--- config.mk ---
export PLATFORM = sky130hd
export DESIGN_NAME = pnslt_cell
export DESIGN_NICKNAME = d
export VERILOG_FILES = /design/src/rtl/pnslt_pkg.sv /design/src/rtl/pnslt_cell.sv
export SDC_FILE = /design/constraint.sdc
export NUM_CORES = 1
export LEC_CHECK = 0
export BUFFER_PORTS_ARGS = -buffer_cell sky130_fd_sc_hd__buf_4
export CAP_MARGIN = 10
export CORE_AREA = 5 5 290 292
export CTS_BUF_LIST = sky130_fd_sc_hd__clkbuf_16
export CTS_CLUSTER_DIAMETER = 100
export DETAILED_ROUTE_END_ITERATION = 10
export DIE_AREA = 0 0 295 297
export GPL_ROUTABILITY_DRIVEN = 0
export HOLD_SLACK_MARGIN = 0.06
export SLEW_MARGIN = 20
export SYNTH_ARGS = -nofsm -noshare
export SYNTH_HDL_FRONTEND = slang
export SYNTH_SLANG_ARGS = --single-unit
--- constraint.sdc ---
create_clock -name clk -period 1.95 [get_ports clk]
set_input_delay 0.0975 -clock clk [delete_from_list [all_inputs] [get_ports clk]]
set_output_delay 0.0975 -clock clk [all_outputs]
set_load 0.05 [all_outputs]
--- src/rtl/pnslt_pkg.sv ---
// Package for the per-node sequence loss tracker: status codes, entry record
// and the control record passed along the cell chain. No dependencies.
`default_nettype none
package pnslt_pkg;

	localparam logic [2:0] ST_FIRST    = 3'd0;
	localparam logic [2:0] ST_INORDER  = 3'd1;
	localparam logic [2:0] ST_DUP      = 3'd2;
	localparam logic [2:0] ST_REORDER  = 3'd3;
	localparam logic [2:0] ST_RESYNC   = 3'd4;
	localparam logic [2:0] ST_FULL     = 3'd5;
	localparam logic [2:0] ST_CLEARED  = 3'd6;

	localparam logic signed [11:0] RSSI_MIN = -12'sd2048;

	// Per-node record held by one cell.
	typedef struct packed {
		logic              used;
		logic              seq_valid;
		logic [15:0]       node;
		logic [15:0]       last_seq;
		logic [31:0]       received;
		logic [31:0]       lost;
		logic [31:0]       dups;
		logic [31:0]       reorders;
		logic [31:0]       resyncs;
		logic signed [11:0] best_rssi;
		logic signed [11:0] worst_rssi;
		logic [23:0]       farthest;
	} entry_t;

	// Operations broadcast to every cell.
	typedef struct packed {
		logic        clear;
		logic        write;
		logic        alloc;
		logic [15:0] node;
	} cell_ctl_t;

endpackage
`default_nettype wire

--- src/rtl/pnslt_cell.sv ---
// One table cell of the tracker: holds one node entry and passes its
// record to the next cell during a lookup. Depends on pnslt_pkg.
`default_nettype none
module pnslt_cell (
	input  wire                 clk,
	input  wire                 arst_n,
	input  pnslt_pkg::cell_ctl_t ctl,
	input  wire                 sel,
	input  pnslt_pkg::entry_t   wr_entry,
	input  pnslt_pkg::entry_t   prev,
	input  wire                 shift,
	output pnslt_pkg::entry_t   entry
);

	pnslt_pkg::entry_t entry_q;

	// A clear empties the cell; a shift during a lookup rotates the chain; a write updates the selected cell.
	always_ff @(posedge clk or negedge arst_n) begin
		if (!arst_n) begin
			entry_q           <= '0;
			entry_q.best_rssi <= pnslt_pkg::RSSI_MIN;
		end else if (ctl.clear) begin
			entry_q           <= '0;
			entry_q.best_rssi <= pnslt_pkg::RSSI_MIN;
		end else if (shift) begin
			entry_q <= prev;
		end else if (ctl.write && sel) begin
			entry_q <= wr_entry;
		end
	end

	assign entry = entry_q;

endmodule
`default_nettype wire

### After elaboration in Yosys (flattened, before gate mapping)

Index checks and enable logic that the tools add are counted.

| cells by class | value |
|---|---|
| mux-type cells | 3 |
| reduce and logical (&&, ||, !) cells | 2 |

Operators with widths:

| cell | count |
|---|---|
| $mux W242 | 3 |
| $reduce_bool A3 Y1 | 1 |
| $logic_and A1 B1 Y1 | 1 |

| word-level totals | value |
|---|---|
| register bits after elaboration | 242 |
| bits of input ports | 507 |
| word-level logic and storage cells | 17 |

### Longest topological paths before layout

| logic depth | value |
|---|---|
| depth after elaboration | 4 |
| mapped depth | 6 |
| mapped depth without buffers | 3 |

### Least setup slack after synthesis

No wires, ideal clock.

| path | value |
|---|---|
| path type | input to register |
| start | input shift |
| end | register entry_q (netlist bit entry[171]) |
| setup time | 95 ps |
| arrival | 1103 ps |
| data required time | 1855 ps |
| setup slack | 751 ps |
| stages on the path | 6 |
| buffers on the path | 3 |
| cell sequence | buf_2 -> a211oi_2 -> buf_2 -> buf_2 -> nand2_1 -> o31ai_1 |

| on the way | value |
|---|---|
| word-level cells in the longest chain between the ends | 2 |
| elaborated cells between the ends (all ways) | 3 |

RTL lines:

| what | line | RTL |
|---|---|---|
| start: declaration | pnslt_cell.sv:11 | `input wire shift,` |
| $mux W242 | pnslt_cell.sv:25 | `end else if (shift) begin` |
| $mux W242 | pnslt_cell.sv:22 | `end else if (ctl.clear) begin` |
| end signal: assignment | pnslt_cell.sv:26 | `entry_q <= prev;` |
| end signal: assignment | pnslt_cell.sv:28 | `entry_q <= wr_entry;` |
| end: declaration | pnslt_cell.sv:15 | `pnslt_pkg::entry_t entry_q;` |

Parallel ways exist; a longest one is shown, timed or not.
A chain may end at the register's enable or synchronous reset.

### Worst setup path in the final report

| path | value |
|---|---|
| start | input sel |
| end | register entry_q (netlist bit entry[121]) |

| on the way | value |
|---|---|
| word-level cells in the longest chain between the ends | 2 |

RTL lines:

| what | line | RTL |
|---|---|---|
| start: declaration | pnslt_cell.sv:8 | `input wire sel,` |
| $logic_and A1 B1 Y1 | pnslt_cell.sv:27 | `end else if (ctl.write && sel) begin` |
| $reduce_bool A3 Y1 (no line) | n/a |  |

No other way between the ends.

==> results.md <==
* Detailed-route vias per instance at 3.88
* Count of final max-slew check failures at 0
* Worst R2R Path Depth at 3
* GR Overflow Total at 0
* Post-DR wirelength/cell at 16.2 um
* Worst setup EP type: flop
* TritonRoute pass-1 iters at 4
* Number of flip-flops in the largest register at around 240
* Synth Area in XOR/XNOR at 0%
* Vias in the first global route at 14.2k
* WP data arrival at 2350 ps
* IO buf count at 731
* H-tree depth at 1
* Fraction of layout cells with a size suffix above 1 at a little over a third
* Slew at the pin with the worst max-slew slack at 364 ps
* Hold/Removal Path Class: primary input to flop
* Row cnt at about 110
* Final hold violation count at 0
* Synth Area in Simple Gates at 7.81%
* Post-synth top area share at 51.5%
* Avg Cell Area, Syn at 10.9 um2
* N_diodes at 0
* Post-Route WL at 54.9 mm
* Largest family of logic cells by synthesized area: multiplexers
* Worst Hold Launch: wr_entry[146]
* Post-DP HPWL at 37.9 mm
* Nets at 2807
* Most frequent cells in the layout: buf_4 (773), dlygate4sd3_1 (503), nand2_1 (242)
* TritonCTS Sinks at 242
* Die Footprint at 0.0876 mm2
* RR Endpoint: entry[47]$_DFFE_PN1P_
* Initial Util at 14.4%
* # setup viols final at 0
* Layout area overhead at 111%
* Fmax at 528 MHz
* TritonCTS clock tree: done
* Max-slew headroom at 75.7%
* Final WS setup at 54.4 ps
* Max Cap Viol at 0
* Mapped cell area at roughly 0.012 mm2
* P_leak at 11.8 nW
* Compound-Gate Fraction of Synth Area at around 16%
* Final setup TNS at 0 ps
* Peak supply drop at around 630 uV
* Leading area contributor after synthesis: dfrtp_1
* Status: finished clean
* Final core occ at ~30%
* Cell count of the worst hold path at 4
* Flop-to-flop setup slack at 700 ps
* Die X at 295 um
* Syn_nets at 1584
* Placed cell count at 2835
* Commonest non-fill, non-tap cell in the layout: buf_4
* # DRC at 0
* Cells after Synth at 1077
* Power Dens Cells at approximately 650 mW/mm2
* Crit path required time at 2400 ps
* IO Count at 749
* Total CTS buffers at 28
* Initial antenna violation count at 0
* Chip height at 297 um
* Post-Place Setup Slack at 412 ps
* Final Cycle Share at 97.2%
* Sequential fraction of the synthesis area at 51.7%
* Worst-Skew Late Latency at between 500 and 600 ps
* RSZ-0062 raised after global routing: false
* Minimum clock period at around 1900 ps
* Vias at 13.2k
* Worst Hold End: entry[146]$_DFFE_PN0P_
* CTS Buffer Depth at 3
* Total power at 16.2 mW
* Total Routing Usage GR at 11.5%
* Adder-Cell Fraction of Synth Area at 0%
* Mux share of post-synthesis cell area at 20.6%
* Crit path kind: primary input to flop
* First DRT Iteration DRCs at between 500 and 600
* Root Buffer Master: clkbuf_16
* Final Non-Filler Cells at 3389
* Pin count of the biggest net entering global routing at 75
* Clock transition at the registers of the reported paths at 60 ps
* CP Max Fanout at 33
* Post-route ant nets at 0
* Largest cells by area after synthesis: dfrtp_1 (51%), mux2i_1 (21%), o31ai_1 (15%)
* Startpoint types: primary input
* First-pass GRT wire length at 81.2 mm
* Std-Cell Core Area at 0.0813 mm2
* Worst Skew at 0 ps
* Number of synthesized register bits at 242
* Critical Path Source: sel
* Unique masters post-synth at 11
* Crit Reg-Reg Startpoint: entry[47]$_DFFE_PN1P_
* Synth Warn # at 0
worst max-delay path: stages:
cell and delay, ps:
dlygate4sd3_1 550, buf_4 150, a211oi_4 320, buf_12 250, buf_4 250, o31ai_1 100, dlygate4sd3_1 570
synth_stat cells:
master / n
nand2_1: 242
dfrtp_1: 241
mux2i_1: 241
o31ai_1: 241
buf_2: 78
clkbuf_1: 29
a211oi_1: 1
a211oi_2: 1
dfstp_2: 1
nor2b_1: 1
o21ai_1: 1
repair_timing:
| item | CTS | global route |
|---|---|---|
| hold endpoints to repair | 483 | 0 |
| gates resized for setup | 0 | 1 |
| buffers inserted | 0 | 0 |
| setup endpoints to repair | 0 | 3 |
| hold buffers | 504 | 0 |
kinds of logic (layout without fill, tap and decap cells):
family                 after synthesis  count (layout)
buffers and inverters              107            1349
AND/OR/NAND/NOR                    243             243
multiplexers                       241             241
flip-flops                         242             242
AO/OA/AOI/OAI                      244             244
per-stage QoR:
stage                     hold slack, ps  instance area (um2)
after detailed placement            14.7                18800
final                               76.3                24700
after global placement              20.2                18800
after floorplan                     -198                11700
after CTS                           74.7                24700
after global routing                 120                24700
per-layer routing:
metal / track usage [%] / share of wire [%] / up-vias
met4: 4.09 / 3.5 / 0
met5: 0 / 0 / -
met1: 12.7 / 37 / 6162
met2: 21.2 / 51 / 538
met3: 3.11 / 8.2 / 97
li1: - / - / 6363
report_power, final:
part	internal (mW)	leakage (nW)	switching (mW)	total [mW]
combinational	2.55	8.24	2.99	5.55
clock	2.79	0.448	2.15	4.94
sequential	5.44	3.13	0.240	5.68
area by class of cell:
class | instances | area (um2)
multi-input combinational | 728 | 5170
clock inverter | 20 | 115
fill | 8168 | 56600
clock buffer | 29 | 726
sequential | 242 | 6060
timing repair buffer | 1300 | 11300
tap | 1070 | 1340
worst max-delay path by stage:
stage / slack [ps] / to
2_1_floorplan: 750 / entry[171]$_DFFE_PN0P_
3_3_place_gp: 400 / entry[207]$_DFFE_PN0P_
3_5_place_dp: 410 / entry[207]$_DFFE_PN0P_
4_1_cts: 50 / entry[133]$_DFFE_PN0P_
5_1_grt: 5 / entry[121]$_DFFE_PN0P_
6_report: 50 / entry[121]$_DFFE_PN0P_
No activity file was read; power rests on OpenSTA's default activity.
