`config.mk`:
```
export PLATFORM = sky130hd
export DESIGN_NAME = pnslt_update
export DESIGN_NICKNAME = d
export VERILOG_FILES = /design/src/rtl/pnslt_pkg.sv /design/src/rtl/pnslt_update.sv
export SDC_FILE = /design/constraint.sdc
export NUM_CORES = 1
export LEC_CHECK = 0
export ABC_AREA = 1
export BUFFER_PORTS_ARGS = -buffer_cell sky130_fd_sc_hd__buf_2
export CORE_ASPECT_RATIO = 0.75
export CORE_UTILIZATION = 35
export DETAILED_ROUTE_END_ITERATION = 16
export SYNTH_ARGS = -nofsm -noshare
export SYNTH_HDL_FRONTEND = slang
export SYNTH_SLANG_ARGS = --single-unit
```
`constraint.sdc`:
```
create_clock -name clk -period 11.4 [get_ports clk]
set_input_delay 1.14 -clock clk [delete_from_list [all_inputs] [get_ports clk]]
set_output_delay 1.14 -clock clk [all_outputs]
set_load 0.02 [all_outputs]
```
`src/rtl/pnslt_pkg.sv`:
```
// Package for the per-node sequence loss tracker: status codes, entry record
// and the control record passed along the cell chain. No dependencies.
`default_nettype none
package pnslt_pkg;

	localparam logic [2:0] ST_FIRST    = 3'd0;
	localparam logic [2:0] ST_INORDER  = 3'd1;
	localparam logic [2:0] ST_DUP      = 3'd2;
	localparam logic [2:0] ST_REORDER  = 3'd3;
	localparam logic [2:0] ST_RESYNC   = 3'd4;
	localparam logic [2:0] ST_FULL     = 3'd5;
	localparam logic [2:0] ST_CLEARED  = 3'd6;

	localparam logic signed [11:0] RSSI_MIN = -12'sd2048;

	// Per-node record held by one cell.
	typedef struct packed {
		logic              used;
		logic              seq_valid;
		logic [15:0]       node;
		logic [15:0]       last_seq;
		logic [31:0]       received;
		logic [31:0]       lost;
		logic [31:0]       dups;
		logic [31:0]       reorders;
		logic [31:0]       resyncs;
		logic signed [11:0] best_rssi;
		logic signed [11:0] worst_rssi;
		logic [23:0]       farthest;
	} entry_t;

	// Operations broadcast to every cell.
	typedef struct packed {
		logic        clear;
		logic        write;
		logic        alloc;
		logic [15:0] node;
	} cell_ctl_t;

endpackage
`default_nettype wire

```
`src/rtl/pnslt_update.sv`:
```
// Update arithmetic for one matched entry: classifies the sequence step and
// forms the new record and status. Depends on pnslt_pkg.
`default_nettype none
module pnslt_update (
	input  wire                 clk,
	input  pnslt_pkg::entry_t   cur,
	input  wire [15:0]          node,
	input  wire [15:0]          seq,
	input  wire signed [11:0]   rssi,
	input  wire [23:0]          distance,
	input  wire [14:0]          resync_gap,
	input  wire                 load,
	output pnslt_pkg::entry_t   nxt,
	output logic [2:0]          status,
	output logic                rx_inc,
	output logic                lost_dec,
	output logic [31:0]         lost_add
);

	logic [15:0] d;
	pnslt_pkg::entry_t n;
	logic [2:0] st;
	logic rx, dec;
	logic [31:0] add;

	// Classify the step and update counters.
	always_comb begin
		d   = seq - cur.last_seq;
		n   = cur;
		n.used = 1'b1;
		n.node = node;
		rx  = 1'b1;
		dec = 1'b0;
		add = '0;
		if (!cur.seq_valid) begin
			n.seq_valid = 1'b1;
			n.last_seq  = seq;
			st = pnslt_pkg::ST_FIRST;
		end else if (d == 16'd0) begin
			n.dups = cur.dups + 32'd1;
			rx = 1'b0;
			st = pnslt_pkg::ST_DUP;
		end else if (d[15]) begin
			n.reorders = cur.reorders + 32'd1;
			dec = (cur.lost != 32'd0);
			if (dec) n.lost = cur.lost - 32'd1;
			st = pnslt_pkg::ST_REORDER;
		end else if (d[14:0] > resync_gap) begin
			n.resyncs  = cur.resyncs + 32'd1;
			n.last_seq = seq;
			st = pnslt_pkg::ST_RESYNC;
		end else begin
			add        = {16'd0, d - 16'd1};
			n.lost     = cur.lost + add;
			n.last_seq = seq;
			st = pnslt_pkg::ST_INORDER;
		end
		if (rx) n.received = cur.received + 32'd1;
		if (rssi > cur.best_rssi) n.best_rssi = rssi;
		if (cur.worst_rssi == 12'sd0 || rssi < cur.worst_rssi) n.worst_rssi = rssi;
		if (distance > cur.farthest) n.farthest = distance;
	end

	// Register the result so the write happens in the next cycle.
	always_ff @(posedge clk) begin
		if (load) begin
			nxt      <= n;
			status   <= st;
			rx_inc   <= rx;
			lost_dec <= dec;
			lost_add <= add;
		end
	end

endmodule
`default_nettype wire

```
-- Word level (Yosys, flattened, before mapping)
Index checks and enable logic that the tools add are counted.
- add/subtract/negate cells: 8
- order comparisons: 4
- mux-type cells: 22
- bitwise operators: 2
- reduce and logical (&&, ||, !) cells: 8
- operator list (cell ; count):
    two-way mux 32 bit ; 9
    adder 32 x 1 -> 32 bit, second input constant ; 4
    two-way mux 128 bit ; 1
    two-way mux 64 bit ; 1
    two-way mux 16 bit ; 3
    adder 32 x 16 -> 32 bit ; 1
    nonzero test 32 bit ; 1
    subtractor 32 x 1 -> 32 bit, second input constant ; 1
    > comparator 24 bit ; 1
    two-way mux 12 bit ; 2
    two-way mux 24 bit ; 1
    logical NOT 16 bit ; 1
    subtractor 16 x 1 -> 16 bit, second input constant ; 1
    subtractor 16 bit ; 1
    > comparator 15 bit ; 1
    > comparator 12 bit ; 1
    logical NOT 12 bit ; 1
    less-than comparator 12 bit ; 1
    OR reduction 3 bit ; 2
    two-way mux 2 bit ; 2
    OR reduction 4 bit ; 1
    two-way mux 3 bit ; 1
    two-way mux 1 bit ; 2
    inverter 1 bit ; 2
    other kinds (2) ; 2
- bits in registers: 277
- input port bits: 327
- output and inout bits: 279
- logic and storage cells: 61

-- Logic depth before layout (Yosys ltp)
- depth in word-level cells: 7
- mapped depth: 31
- mapped depth without buffers: 31

-- Least setup slack after synthesis
OpenSTA, ideal clock, no wires.
- path type: in2reg
- from: input seq[0]
- to: register nxt[171] (netlist bit), data pin
- library setup time: 255 ps
- data arrival time: 4682 ps
- setup slack: 6462 ps
- stages on the path: 27
- buffers on the path: 0
- cell sequence: inv_1 -> ha_1 -> inv_1 -> fa_1 -> nand3_1 -> nand3_2 -> nand2_1 -> nand2_1 -> xnor2_1 -> nand3_1 -> nor2_1 -> nand3_1 -> xor2_1 -> inv_1 -> ha_1 -> nand2_1 -> nor2_1 -> nand4_1 -> o21ai_0 -> a21oi_1 -> nor2_1 -> nand2_1 -> inv_1 -> nand2_1 -> xor2_1 -> nor2_1 -> nor2_1
- RTL lines (item ; line ; text):
    from (decl) ; pnslt_update.sv:8 ; input wire [15:0] seq,
    to (signal assigned) ; pnslt_update.sv:67 ; nxt <= n;
    to (decl) ; pnslt_update.sv:13 ; output pnslt_pkg::entry_t nxt,

==> out/summary.md <==
The run finished with clean final reports. The share of the clock period used by the worst path after layout works out to 0.491. The via count is 17.0k. Entering global routing, the biggest net connects 79 pins. The floorplan has 71 rows. STA classifies the critical path endpoint as a register. The proportion of layout cells with a drive suffix above 1 works out to 0.251. For the share of synthesized area occupied by flip-flops and latches, the log shows 0.439.

The worst setup path is launched from a primary input. The tools report the number of buffers between clock root and the deepest sink as 3. At the worst endpoint, the required time is 11.74 ns. The count of fill cells added during filler insertion was 5122; the normalized max-slew margin was 0.250. The hold path depth is 1, and the static power due to leakage is 10.3 nW. Post-detailed-route DRC marker count: 0. After synthesis the netlist holds a flip-flop and latch count of 261. Final hold analysis gives a worst-case slack of 0.714 ns. For the highest ir drop seen on vdd, the log shows 0.105 mV.

In the layout the commonest cells are sky130_fd_sc_hd__buf_2, sky130_fd_sc_hd__nand2_1, sky130_fd_sc_hd__nor2_1. The min-delay analysis places its worst path in the category in2reg. Beginning of the worst hold path: node[3]. The number of global-route vias before repair is 16.0k. The placeable core region came out at 50300 sq um. Global routing finished with a remaining overflow of 0.

After clock tree synthesis, the clock-pin slew on the worst setup and hold paths is 0.06 ns. Setup repair after global routing left no endpoint under its margin. Number of primary I/O pins: 606. Port buffering added 570 buffers.

The slowest stage of the critical path belongs to the cell sky130_fd_sc_hd__nand2_2. The worst stage delay on the critical path is 0.64 ns. The total power was 3.06 mW; the gate count after technology mapping was 2129. The total track usage is 0.258.

The share of the synthesized area in the top cell type came out at 0.439. The final layout contains routed wiring with a total length of 69400 um. Walking the worst path, the cells encountered are buf_2 -> inv_1 -> ha_1 -> inv_1 -> fa_1 -> nand3_1 -> nand3_2 -> nand2_1 -> nand2_1 -> nand2_1 -> nand3b_1 -> nand2_1 -> inv_1 -> ha_1 -> nand3_1 -> nor4_1 -> nand3_1 -> nor2_1 -> nand2_1 -> nand2_2 -> nand3_4 -> o21ai_0 -> nor2_1.

The synthesized netlist occupies a cell area of 17900 sq um. The number of enable flip-flop cells after synthesis is 261. Post-layout minimum cycle time: 5.59 ns.

The HPWL reported at the end of detailed placement is 56300 um, and the initial antenna violation count is 31. The share of flip-flops with an asynchronous set or reset is 0. Among the stages of the critical path, the cell type that occurs most often is sky130_fd_sc_hd__nand2_1.

The initial core utilization came out at 0.355. For the worst setup path, the data arrival time is 5.94 ns. The tools report the number of warnings reported in the yosys synthesis log as 0. The number of pins with negative max-slew slack in the final report was 0; the number of distinct standard cells referenced by the synthesized netlist was 52. The die covers 51900 sq um. Prior to clock tree synthesis, the placed netlist has a worst setup slack of 5.27 ns. For this run, the top clock speed supported by timing is 179 MHz. Once placement finished, the instance area stood at 21300 sq um. The tools report the deepest level of the CTS H-tree as 1. Global placement routability congestion: 0.984. The number of nets in the layout is 3121, and the count of final setup violators is 0.

Once layout is done, the placed cells without fillers occupy 22300 sq um. The power density over the cells works out to 137 nW/um^2. The first global-routing pass estimated 100000 um of wire.

Dominant synthesized flop cell: sky130_fd_sc_hd__edfxtp_1. The detail route stage leaves a number of antenna-violating nets equal to 0. Each instance of the synthesized netlist takes up on average 8.39 sq um. The max capacitance violation total is 0, and the clock net sink count is 261. By startpoint and endpoint, the worst setup path is classified as in2reg.

The wire length per cell after detailed routing was 20.4 um; the post-synthesis to final-layout area growth was 25.0%. By area the synthesized netlist is led by sky130_fd_sc_hd__edfxtp_1, sky130_fd_sc_hd__nand2_1, sky130_fd_sc_hd__ha_1, sky130_fd_sc_hd__nor2_1, sky130_fd_sc_hd__inv_1. The buffering stage count on the worst path with inverters included came out at 4. Number of buffers added by the clock tree synthesis step: 30. The kind of cell adding the most delay to the critical path is simple AND/OR/NAND/NOR gates. Using the TritonRoute via totals, the vias-per-cell ratio works out to 5.02. CTS placed an instance of sky130_fd_sc_hd__clkbuf_16 at the clock tree root. After layout, the worst setup slack is 5.81 ns.

The tools report the count of instances resized after the clock tree is built as 0. At the pin with the least slew margin, the transition time is 1.12 ns. The tools report the total count of hold-check failures in the final report as 0.

The library cell used most frequently in the layout, excluding fill and tap cells, is sky130_fd_sc_hd__buf_2. Adding up every negative setup slack in the final design gives 0 ns. TritonCTS built the clock tree. The maximum fanout encountered on the critical timing path works out to 28.

The worst hold path terminates at nxt[227]$_DFFE_PP_. The pre-antenna-repair detailed-routing pass consisted of 6 iterations. The width of the die is 263 um, and the count of routing violations after the opening detailed-route iteration is 1377.

The number of hold buffers added after CTS was 0. The die extent in y was 198 um. The post-CTS setup buffer count is 0. Cell taking the most area after synthesis: sky130_fd_sc_hd__edfxtp_1.
[power breakdown]
part | leakage, nW | total [mW] | switching, mW | internal [mW]
combinational | 7.31 | 0.886 | 0.612 | 0.274
sequential | 2.55 | 1.20 | 0.0291 | 1.18
clock | 0.451 | 0.971 | 0.420 | 0.551
[worst max-delay path by stage]
stage	from	slack, ns	end	depth (start not counted)
6_report	seq[0]	5.81	nxt[144]$_DFFE_PP_	23
3_3_place_gp	seq[0]	5.19	nxt[175]$_DFFE_PP_	29
3_5_place_dp	seq[0]	5.27	nxt[171]$_DFFE_PP_	28
4_1_cts	seq[0]	5.89	nxt[171]$_DFFE_PP_	28
5_1_grt	seq[0]	5.41	nxt[175]$_DFFE_PP_	29
2_1_floorplan	seq[0]	6.46	nxt[171]$_DFFE_PP_	27
[final cells by class]
class / instances / area [sq um] / area share
multi-input cells: 1532 / 8630 / 0.387
well taps: 657 / 822 / 0.0368
inverters: 292 / 1100 / 0.0492
diodes: 23 / 57.6 / 0.00258
flip-flops and latches: 261 / 7840 / 0.351
clock inverters: 16 / 191 / 0.00858
clock buffers: 36 / 773 / 0.0346
repair buffers: 577 / 2920 / 0.131
[stage by stage]
step,std cells,utilization
4_1_cts,3371,0.443
6_report,3394,0.444
5_1_grt,3386,0.444
2_1_floorplan,2145,-
3_3_place_gp,3319,0.424
3_5_place_dp,3319,0.424
[synthesized netlist by cell type (all sizes together) (2+ instances only)]
master  number
nand2      431
nor2       296
inv        291
edfxtp     261
nand3      131
a21oi      130
xor2       119
ha          98
o21ai       69
xnor2       58
nand4       54
nor3        53
buf         46
nand3b      16
nor4        16
clkbuf      14
a31oi        8
o211ai       6
o21a         6
a21boi       4
or2          4
nor3b        3
o31ai        3
conb         2
fa           2
[registers in the layout, summed over array words and instances (netlist names)]
register and count:
status 3, nxt 240, rx_inc 1, lost_add 16
lost_dec 1
[metal layers]
metal,vias up,routed length [um],GRT usage,part of all wire
li1,8210,-,-,-
met1,7930,28000,0.317,0.40
met2,717,32600,0.424,0.47
met3,154,5500,0.0646,0.079
met4,12,3270,0.129,0.047
met5,-,79,0,0.0011
[cells by family (layout without fill, tap and decap cells)]
group,Yosys count,count (layout),share of synthesized area
buffers and inverters,352,921,0.0815
xor gates and xnor gates,177,177,0.0872
DFF,261,261,0.439
other,2,41,0.000421
adders and majority gates,100,100,0.0709
AOI/OAI and AO/OA,232,232,0.0711
and+or+nand+nor,1005,1005,0.250
Note: power is estimated with default switching activity, not from simulation.
